$ cat src/design/lkvc_pkg.sv
// ----------------------------------------------------------------------------
// lkvc_pkg
// Shared constants and types for the LRU key-value cache: entry count,
// field widths, action codes and the controller-to-datapath command bundle.
// ----------------------------------------------------------------------------
package lkvc_pkg;

  // Number of entries in the store
  localparam int ENTRIES = 16;

  // Derived widths
  localparam int IDX_W  = (ENTRIES > 1) ? $clog2(ENTRIES) : 1;
  localparam int RANK_W = IDX_W;
  localparam int CNT_W  = $clog2(ENTRIES + 1);

  // Field widths fixed by the interface
  localparam int KEY_W = 32;
  localparam int VAL_W = 31;
  localparam int CAP_W = 5;

  // Capacity register value after reset
  localparam logic [CAP_W-1:0] CAP_RESET = 5'd16;

  // Action codes
  localparam logic ACT_LOOKUP = 1'b0;
  localparam logic ACT_WRITE  = 1'b1;

  // Commands from the controller to the datapath
  typedef struct packed {
    logic load;   // capture the incoming item
    logic match;  // compare keys, pick hit entry and insert slot
    logic apply;  // update entries and register the result
  } cmd_t;

endpackage

$ cat src/design/lkvc_ctrl.sv
// ----------------------------------------------------------------------------
// lkvc_ctrl
// Sequencer for the cache: takes one item, steps it through the match and
// apply phases, and raises the result strobe after the apply phase.
// ----------------------------------------------------------------------------
module lkvc_ctrl (
  input  logic          clk,
  input  logic          rst,
  input  logic          start,
  output logic          busy,
  output logic          done,
  output lkvc_pkg::cmd_t cmd
);

  typedef enum logic [1:0] {
    S_IDLE,
    S_MATCH,
    S_APPLY
  } state_t;

  state_t state;

  // Hold state and the result strobe
  always_ff @(posedge clk) begin
    if (rst) begin
      state <= S_IDLE;
      done  <= 1'b0;
    end else begin
      done <= 1'b0;
      unique case (state)
        S_IDLE: begin
          if (start) state <= S_MATCH;
        end
        S_MATCH: begin
          state <= S_APPLY;
        end
        S_APPLY: begin
          state <= S_IDLE;
          done  <= 1'b1;
        end
        default: begin
          state <= S_IDLE;
        end
      endcase
    end
  end

  // Decode commands from state
  assign busy      = (state != S_IDLE);
  assign cmd.load  = start && (state == S_IDLE);
  assign cmd.match = (state == S_MATCH);
  assign cmd.apply = (state == S_APPLY);

endmodule

$ cat src/design/lkvc_datapath.sv
// ----------------------------------------------------------------------------
// lkvc_datapath
// Entry storage, parallel key compare, victim and free-slot selection,
// recency rank update and result registers.
// ----------------------------------------------------------------------------
module lkvc_datapath (
  input  logic                          clk,
  input  logic                          rst,
  input  lkvc_pkg::cmd_t                cmd,
  input  logic                          capacity_we,
  input  logic [lkvc_pkg::CAP_W-1:0]    capacity,
  input  logic                          action,
  input  logic signed [lkvc_pkg::KEY_W-1:0] key,
  input  logic [lkvc_pkg::VAL_W-1:0]    value,
  output logic                          hit,
  output logic [lkvc_pkg::VAL_W-1:0]    read_value
);

  // Configuration
  logic [lkvc_pkg::CAP_W-1:0] cap_reg;

  // Captured item
  logic                       req_action;
  logic [lkvc_pkg::KEY_W-1:0] req_key;
  logic [lkvc_pkg::VAL_W-1:0] req_value;

  // Entry storage
  logic [lkvc_pkg::KEY_W-1:0]  entry_key   [lkvc_pkg::ENTRIES];
  logic [lkvc_pkg::VAL_W-1:0]  entry_value [lkvc_pkg::ENTRIES];
  logic [lkvc_pkg::ENTRIES-1:0] entry_valid;
  logic [lkvc_pkg::RANK_W-1:0] entry_rank  [lkvc_pkg::ENTRIES];
  logic [lkvc_pkg::CNT_W-1:0]  occupied_count;

  // Match phase results
  logic                        m_hit;
  logic [lkvc_pkg::IDX_W-1:0]  m_idx;
  logic [lkvc_pkg::IDX_W-1:0]  m_slot;
  logic                        m_new;

  // Match phase logic
  logic [lkvc_pkg::ENTRIES-1:0] match_vec;
  logic [lkvc_pkg::ENTRIES-1:0] lru_vec;
  logic [lkvc_pkg::CNT_W-1:0]   eff_cap;
  logic [lkvc_pkg::RANK_W-1:0]  lru_rank;
  logic [lkvc_pkg::CNT_W-1:0]   count_less;
  logic                         full;
  logic                         any_match;
  logic [lkvc_pkg::IDX_W-1:0]   match_idx;
  logic [lkvc_pkg::IDX_W-1:0]   lru_idx;
  logic [lkvc_pkg::IDX_W-1:0]   free_idx;

  // Apply phase logic
  logic [lkvc_pkg::IDX_W-1:0]   target;
  logic                         do_promote;
  logic                         tgt_valid;
  logic [lkvc_pkg::RANK_W-1:0]  tgt_rank;
  logic                         do_insert;

  // Clamp capacity into 1..ENTRIES
  always_comb begin
    if (cap_reg == '0) begin
      eff_cap = lkvc_pkg::CNT_W'(1);
    end else if (int'(cap_reg) > lkvc_pkg::ENTRIES) begin
      eff_cap = lkvc_pkg::CNT_W'(lkvc_pkg::ENTRIES);
    end else begin
      eff_cap = lkvc_pkg::CNT_W'(cap_reg);
    end
  end

  assign full       = (occupied_count >= eff_cap);
  assign count_less = occupied_count - lkvc_pkg::CNT_W'(1);
  assign lru_rank   = count_less[lkvc_pkg::RANK_W-1:0];

  // Compare every entry against the key and the oldest rank
  always_comb begin
    for (int i = 0; i < lkvc_pkg::ENTRIES; i++) begin
      match_vec[i] = entry_valid[i] && (entry_key[i] == req_key);
      lru_vec[i]   = entry_valid[i] && (entry_rank[i] == lru_rank);
    end
  end

  // Encode lowest set position of each vector
  always_comb begin
    match_idx = '0;
    lru_idx   = '0;
    free_idx  = '0;
    for (int i = lkvc_pkg::ENTRIES - 1; i >= 0; i--) begin
      if (match_vec[i])    match_idx = lkvc_pkg::IDX_W'(i);
      if (lru_vec[i])      lru_idx   = lkvc_pkg::IDX_W'(i);
      if (!entry_valid[i]) free_idx  = lkvc_pkg::IDX_W'(i);
    end
  end

  assign any_match = |match_vec;

  // Apply phase selections
  assign target     = m_hit ? m_idx : m_slot;
  assign do_promote = m_hit || (req_action == lkvc_pkg::ACT_WRITE);
  assign do_insert  = !m_hit && (req_action == lkvc_pkg::ACT_WRITE);
  assign tgt_valid  = entry_valid[target];
  assign tgt_rank   = entry_rank[target];

  // Capture item and match results
  always_ff @(posedge clk) begin
    if (cmd.load) begin
      req_action <= action;
      req_key    <= key;
      req_value  <= value;
    end
    if (cmd.match) begin
      m_hit  <= any_match;
      m_idx  <= match_idx;
      m_slot <= full ? lru_idx : free_idx;
      m_new  <= !full;
    end
  end

  // Write key and value of the target entry
  always_ff @(posedge clk) begin
    if (cmd.apply) begin
      if (do_insert) entry_key[target] <= req_key;
      if (req_action == lkvc_pkg::ACT_WRITE) entry_value[target] <= req_value;
    end
  end

  // Register the result
  always_ff @(posedge clk) begin
    if (cmd.apply) begin
      hit <= m_hit;
      if (m_hit && (req_action == lkvc_pkg::ACT_LOOKUP)) begin
        read_value <= entry_value[m_idx];
      end else begin
        read_value <= '0;
      end
    end
  end

  // Hold capacity, valid bits, ranks and fill count
  always_ff @(posedge clk) begin
    if (rst) begin
      cap_reg        <= lkvc_pkg::CAP_RESET;
      entry_valid    <= '0;
      occupied_count <= '0;
      for (int i = 0; i < lkvc_pkg::ENTRIES; i++) begin
        entry_rank[i] <= '0;
      end
    end else begin
      if (capacity_we) cap_reg <= capacity;
      if (cmd.apply && do_promote) begin
        // Age every entry more recent than the target, then make it newest
        for (int i = 0; i < lkvc_pkg::ENTRIES; i++) begin
          if (lkvc_pkg::IDX_W'(i) == target) begin
            entry_rank[i] <= '0;
          end else if (entry_valid[i] && (!tgt_valid || (entry_rank[i] < tgt_rank))) begin
            entry_rank[i] <= entry_rank[i] + lkvc_pkg::RANK_W'(1);
          end
        end
        if (do_insert) begin
          entry_valid[target] <= 1'b1;
          if (m_new) occupied_count <= occupied_count + lkvc_pkg::CNT_W'(1);
        end
      end
    end
  end

endmodule

$ cat src/design/lru_key_value_cache.sv
// ----------------------------------------------------------------------------
// lru_key_value_cache
// Fully associative key-value store with least-recently-used replacement.
// ----------------------------------------------------------------------------
// Usage:
//   Request: drive action, key and value and raise start. The item is taken
//   at a rising edge where start is high and busy is low. action 0 looks the
//   key up, action 1 writes the key with value (inserting it if absent and
//   evicting the least recent entry once the store holds capacity entries).
//   Result: done is high for exactly one cycle with hit and read_value;
//   read_value carries the stored value on a lookup hit and zero otherwise.
//   The receiver must take it in that cycle; there is no back-pressure.
//   Sequence: the item passes the key-compare phase and then the update
//   phase; done rises in the same cycle that busy falls. The controller's
//   fixed compare/update sequence takes no new item while busy is high.
//   Configuration: capacity_we writes capacity (clamped to 1..16); the user
//   must do so only while idle, which the block does not enforce.
//   Reset: rst (synchronous) empties the store and sets capacity to 16.
// ----------------------------------------------------------------------------
module lru_key_value_cache (
  input  logic                              clk,
  input  logic                              rst,
  input  logic                              start,
  output logic                              busy,
  input  logic                              action,
  input  logic signed [lkvc_pkg::KEY_W-1:0] key,
  input  logic [lkvc_pkg::VAL_W-1:0]        value,
  input  logic                              capacity_we,
  input  logic [lkvc_pkg::CAP_W-1:0]        capacity,
  output logic                              done,
  output logic                              hit,
  output logic [lkvc_pkg::VAL_W-1:0]        read_value
);

  lkvc_pkg::cmd_t cmd;

  // Sequencer
  lkvc_ctrl u_ctrl (
    .clk   (clk),
    .rst   (rst),
    .start (start),
    .busy  (busy),
    .done  (done),
    .cmd   (cmd)
  );

  // Storage and compare logic
  lkvc_datapath u_datapath (
    .clk         (clk),
    .rst         (rst),
    .cmd         (cmd),
    .capacity_we (capacity_we),
    .capacity    (capacity),
    .action      (action),
    .key         (key),
    .value       (value),
    .hit         (hit),
    .read_value  (read_value)
  );

  // Only one phase command at a time
  assert property (@(posedge clk) disable iff (rst)
    $onehot0({cmd.load, cmd.match, cmd.apply}))
    else $error("more than one phase command active");

  // Result strobe follows the update phase
  assert property (@(posedge clk) disable iff (rst)
    done |-> $past(cmd.apply))
    else $error("done without a preceding update phase");

  // An accepted item keeps the block busy for the next cycle
  assert property (@(posedge clk) disable iff (rst)
    (start && !busy) |=> (busy && cmd.match))
    else $error("accepted item did not enter the compare phase");

  // The block is free again when the result shows
  assert property (@(posedge clk) disable iff (rst)
    done |-> !busy)
    else $error("busy while result strobe is high");

endmodule

$ cat config.mk
export PLATFORM = sky130hd
export DESIGN_NAME = lru_key_value_cache
export DESIGN_NICKNAME = d
export VERILOG_FILES = /design/src/design/lkvc_pkg.sv /design/src/design/lkvc_ctrl.sv /design/src/design/lkvc_datapath.sv /design/src/design/lru_key_value_cache.sv
export SDC_FILE = /design/constraint.sdc
export NUM_CORES = 1
export LEC_CHECK = 0
export ABC_AREA = 1
export BUFFER_PORTS_ARGS = -buffer_cell sky130_fd_sc_hd__buf_2
export CAP_MARGIN = 30
export CORE_ASPECT_RATIO = 0.6
export CORE_MARGIN = 1.5
export CORE_UTILIZATION = 60
export CTS_CLUSTER_DIAMETER = 200
export DETAILED_ROUTE_END_ITERATION = 6
export MAX_ROUTING_LAYER = met4
export PLACE_DENSITY = 0.76
export SYNTH_ARGS = -nofsm -noshare
export SYNTH_HDL_FRONTEND = slang
export SYNTH_SLANG_ARGS = --single-unit
$ cat constraint.sdc
create_clock -name clk -period 6.75 [get_ports clk]
set_input_delay 1.35 -clock clk [delete_from_list [all_inputs] [get_ports clk]]
set_output_delay 1.35 -clock clk [all_outputs]
set_load 0.05 [all_outputs]
; Word level (Yosys, flattened, before mapping)
; Memory sizes are Yosys's and may differ from the RTL's. A register that Yosys moved wholly into a read port is not among the register bits.
; Cells that the tools add are included.
[word_totals]
wordCells = 467
latchBits = 0
in_bits = 73
regBits = 104
output_inout_bits = 34
ram_bits = 1072
n_memories = 3
romBits = 0
[classes]
reduce_logical = 84
muxes = 242
bitwise_logic = 34
n_mul = 0
div_mod_pow = 0
addsub = 18
order_cmp = 20
shift = 0
n_eq_ne = 50
[memory_table]
columns = memory, words, width, read_ports, rd_clocked_by_memory_dff, wr, line_no
row1 = u_datapath.entry_key, 16, 32, 16, 0, 1, lkvc_datapath.sv:28  ; logic [lkvc_pkg::KEY_W-1:0] entry_key [lkvc_pkg::ENTRIES];
row2 = u_datapath.entry_value, 16, 31, 1, 1, 1, lkvc_datapath.sv:29  ; logic [lkvc_pkg::VAL_W-1:0] entry_value [lkvc_pkg::ENTRIES];
row3 = u_datapath.entry_rank, 16, 4, 17, 0, 16, lkvc_datapath.sv:31  ; logic [lkvc_pkg::RANK_W-1:0] entry_rank [lkvc_pkg::ENTRIES];
[op_table]
columns = operator, count
row1 = equality test 32 bit, 16
row2 = two-way mux 4 bit, 74
row3 = two-way mux 1 bit, 156
row4 = "adder 4 x 1 -> 4 bit, second input constant", 16
row5 = equality test 4 bit, 16
row6 = < comparator 4 bit, 16
row7 = logical AND 1 bit, 53
row8 = "equality test 4 bit, first input constant", 8
row9 = bitwise OR 1 bit, 32
row10 = logical OR 1 bit, 17
row11 = "equality test 3 x 4 -> 1 bit, first input constant", 4
row12 = bitwise OR 16 bit, 1
row13 = OR reduction 16 bit, 1
row14 = two-way mux 3 bit, 4
row15 = two-way mux 5 bit, 2
row16 = "equality test 2 x 4 -> 1 bit, first input constant", 2
row17 = OR reduction 8 bit, 1
row18 = two-way mux 2 bit, 3
row19 = "adder 5 x 1 -> 5 bit, second input constant", 1
row20 = greater-or-equal comparator 5 bit, 1
row21 = "greater-than comparator 5 bit, second input constant", 1
row22 = logical NOT 5 bit, 1
row23 = "< comparator 4 x 5 -> 1 bit, second input constant", 1
row24 = binary-select mux 1 bit (select 4 bit), 1
row25 = 17 further kinds, 20

; Depth between registers and ports, before layout
[depth]
ltp_word = 20
ltp_mapped = 25
depth_no_buf = 23

; Cells and area by module
; Synthesis repeated with hierarchy kept, for this count alone.
[unflattened]
cells_unflattened = 4078
hier_area_um2 = 51554.4
[modules_own_cells]
columns = mod, area_each_um2, cells_each, seq_area_each_um2, n_inst
row1 = lkvc_datapath, 51443.1, 4064, 35894.4, 1
row2 = lkvc_ctrl, 111.4, 14, 60.1, 1

; Worst setup path before layout
; Ideal clock, no wire load.
[synth_path]
kind = flip-flop to flip-flop
start = register u_ctrl.state[1]
end = memory u_datapath.entry_key[10][0] (netlist name) (enable)
t_arrival_ns = 4.161
setup_ns = 0.423
stages_incl_launch_ff = 10
setup_slack_ns = 2.167
required_ns = 6.327
n_path_buf = 1
period_less_slack_ns = 4.583
path_cell_list = dfxtp_1 inv_1 nor2_1 inv_1 nor2_1 clkinv_1 nor2_1 inv_1 clkbuf_1 nor2_1
[synth_lines]
columns = item, line_no
row1 = from (decl), lkvc_ctrl.sv:21  ; state_t state;
row2 = from (signal assigned), lkvc_ctrl.sv:26  ; state <= S_IDLE;
row3 = from (signal assigned), lkvc_ctrl.sv:32  ; if (start) state <= S_MATCH;
row4 = from (signal assigned), lkvc_ctrl.sv:35  ; state <= S_APPLY;
row5 = to (decl), lkvc_datapath.sv:28

==> metrics.csv <==
stage;metric;value;unit
worst_setup_path;critPathArrivalTime;5.20;ns
grt;use_met2;44.1;%
sta;setup_viol;0;
pwr;leakage;19.2;nW
pwr;power_frac_seq;55.0;%
synth;synth_area_per_cell;12.5;sq um
worst_setup_path;path_delay_family;simple AND/OR/NAND/NOR gates;
sta;timing.hold.ws;0.456;ns
worst_setup_path;end_kind;flip-flop;
sta;max-slew-margin-rel;19.9;%
sta;finalHoldViolCount;0;
worst_setup_path;cp.required;7.12;ns
final_layout;final_nets;4388;
pwr;pwr-share-clk;38.9;%
grt;use_met3;10.4;%
cts;cts.reportedPaths.clkPinSlew;0.06;ns
sta;fmax;0.207;GHz
grt;grt-busiest-layer;met1;
pwr;p_int;11.7;mW
sta;rsz0062_at_grt;false;
detailed_routing;ant_nets;0;
synth;syn_nets;4274;
grt;grt-ovfl-total;0;
sta;layout_min_cycle_time;4.83;ns
placement;pre_cts_slack;2.13;ns
floorplan;rows;83;
pwr;power.switching;3.57;mW
detailed_routing;drcViolationCount;0;
grt;grt_pass1_vias;32900;
sta;period_share;71.5;%
cts;cts-root-buf;clkbuf_16;
floorplan;start_util;60.5;%
final_layout;fill_cells;5969;
detailed_routing;initialDrtViolationCount;6571;
floorplan;io_pins;107;
grt;antenna_found_initial;7;
sta;drv_slew;0;
detailed_routing;via_per_inst;6.59;
worst_setup_path;cp_num_buf_inv;3;
synth;synth_common_cells;edfxtp_1 (1178), nand2_1 (511), nor2_1 (498);
floorplan;die_x;382;um
sta;fin_ws;1.92;ns
synth;ys_seq_area_share;69.7;%
final_layout;drive_gt1_share;10.2;%
worst_setup_path;critical_path_class;reg -> reg;
grt;grt_first_pass_wirelength;215000;um
final_layout;top_register;u_datapath.entry_key;
final_layout;regArea;36000;sq um
run;max_cap_violations;0;
worst_setup_path;worstPathMaxFanout;80;
detailed_routing;wirelength;149000;um
synth;synth.distinct_cells;51;
placement;gp_congestion;1.01;
synth;synth_cells;4130;
placement;port_buffers;106;
cts;clockBufferDepth;3;
sta;fin_setup_tns;0;ns
grt;grt_max_degree;249;
pwr;swShare;23.4;%
pwr;powerDensity;267;nW/um^2
floorplan;fp.dieH;230;um
synth;syn-cell-area;51600;sq um
outcome;outcome;complete, no violations;
pwr;power;15.3;mW
detailed_routing;first_pass_iters;7;
grt;grt_usage;34.5;%
sta;tightest_slew;1.20;ns
sta;fin_worst_skew;0.0628;ns
pwr;vdd_drop_max;0.000285;V
synth;synth_ff_type;edfxtp_1;
pwr;p_comb_share;6.2;%
synth;ys_top_cells_by_area;edfxtp_1 (69%), o21ai_0 (4.1%), nand2_1 (3.7%);
placement;dpl-instance-area;53800;sq um
final_layout;multi_input_area;14200;sq um
synth;ys_ff_latch;1207;
synth;yosysMostFrequentCell;edfxtp_1;
cts;hold_buffers;0;
worst_setup_path;crit_chain;inv_6 -> nand2_1 -> nand2_2 -> inv_2 -> nand2_1 -> o22ai_1 -> o21ai_0 -> nand4_1 -> buf_6 -> ha_1 -> a21oi_1 -> o21ai_0 -> nand2_1 -> nand3_1 -> o211ai_1;
floorplan;coreArea;85400;sq um
synth;async_flop_share;0;%
final_layout;largest_reg_flops;512;
worst_setup_path;crit_path_frequent_cell;nand2_1;
synth;synth_top_area_share;68.5;%
final_layout;postLayoutCellArea;57200;sq um
synth;synth_enable_flop_cells;1178;
cts;numCtsBuffers;104;
cts;cts_max_level;3;
detailed_routing;vias;36100;
worst_setup_path;critical_path.max_stage_delay;0.65;ns
cts;ctsResizeCount;0;
worst_setup_path;cp_slowest_cell;nand2_1;
final_layout;reg_top3;u_datapath.entry_key x512, u_datapath.entry_value x496, u_datapath.entry_rank x64;
grt;use_met1;52.8;%
cts;post-cts-setup-buffer-count;0;
synth;synth_top_area_cell;edfxtp_1;
cts;cts_tree;built;
synth;yosysWarnings;0;
detailed_routing;wl_per_cell;27.1;um
final_layout;area_growth;10.8;%
cts;clk-insertion-delay-late;0.74;ns
min_path;hold_path.class;reg -> reg;
worst_setup_path;start_kind;flip-flop;
cts;cts.sinks;1207;
placement;dp.final_hpwl;86900;um
floorplan;dieArea;87900;sq um
[power groups by stage]
stage	Combinational, mW	Sequential, mW	Clock [mW]
finish	0.941	8.39	5.93
floorplan	0.503	8.56	0
detailed placement	0.897	8.55	0
global placement	0.871	8.55	0
CTS	0.903	8.39	5.95
global route	0.988	8.39	6.23
[per-layer routing]
| layer | routed length [um] | vias up |
|---|---|---|
| met5 | 0 | - |
| met2 | 59600 | 2864 |
| li1 | - | 15400 |
| met3 | 24800 | 317 |
| met1 | 60000 | 17500 |
| met4 | 4180 | 0 |
[area by class of cell]
type / count / share of cell area [%]
inverter: 210 / 1.39
sequential: 1207 / 62.9
clock inverter: 63 / 1.01
tap: 1147 / 2.51
timing repair buffer: 211 / 2.55
clock buffer: 131 / 4.82
multi-input combinational: 2510 / 24.8
antenna: 2 / 0.00875
[path summary, 6_finish.rpt]
path | start | end | slack (ns) | depth (start not counted)
setup / recovery | u_datapath.m_idx[0] | u_datapath.entry_rank[10][2] | 1.92 | 15
hold / removal | u_ctrl.state[1] | u_ctrl.state[1] | 0.46 | 1
setup reg to reg | u_datapath.m_idx[0] | u_datapath.entry_rank[10][2] | 1.92 | 15
hold reg to reg | u_ctrl.state[1] | u_ctrl.state[1] | 0.46 | 1
[metrics by stage]
stage	utilization, %	instances
after detailed placement	63.0	5282
after global routing	67.0	5481
after floorplan	-	4130
final	67.0	5481
after global placement	62.8	5271
after CTS	66.9	5476
[layout by cell type (no fill, tap or decap), types with 8 or more instances in the layout]
| cell type | Yosys | routed |
|---|---|---|
| nand2_1 | 511 | 510 |
| xnor2_1 | 183 | 183 |
| buf_4 | 18 | 91 |
| dfxtp_1 | 29 | 29 |
| o221ai_1 | 90 | 90 |
| clkinv_2 | 0 | 28 |
| nor4_1 | 31 | 31 |
| o2111ai_1 | 15 | 15 |
| clkinv_1 | 10 | 30 |
| ha_1 | 71 | 71 |
| xor2_1 | 43 | 43 |
| nand4_1 | 39 | 39 |
| o22ai_1 | 150 | 150 |
| a221oi_1 | 24 | 24 |
| nor2_1 | 498 | 464 |
| a21oi_1 | 82 | 82 |
| nor2_4 | 1 | 29 |
| inv_2 | 12 | 11 |
| a2111oi_0 | 8 | 8 |
| clkbuf_16 | 0 | 104 |
| or2_2 | 24 | 24 |
| a211oi_1 | 24 | 24 |
| o21ai_0 | 419 | 419 |
| o21a_1 | 20 | 20 |
| a22o_1 | 25 | 25 |
| edfxtp_1 | 1178 | 1178 |
| nor3_1 | 36 | 36 |
| nand3_1 | 103 | 103 |
| inv_1 | 188 | 187 |
| buf_2 | 54 | 106 |
| o211ai_1 | 58 | 58 |
| clkbuf_1 | 124 | 22 |
| o21ai_1 | 10 | 10 |
[cells by family (layout without fill, tap and decap cells)]
family	after synthesis	after routing	share of synthesized area, %
DFF	1207	1207	69.7
AOI/OAI and AO/OA	945	945	11.3
adders and majority gates	71	71	1.72
xor gates and xnor gates	227	227	3.89
and+or+nand+nor	1267	1267	10.2
other	0	2	0
buffers and inverters	413	615	3.27
Note: power is estimated with default switching activity, not from simulation.
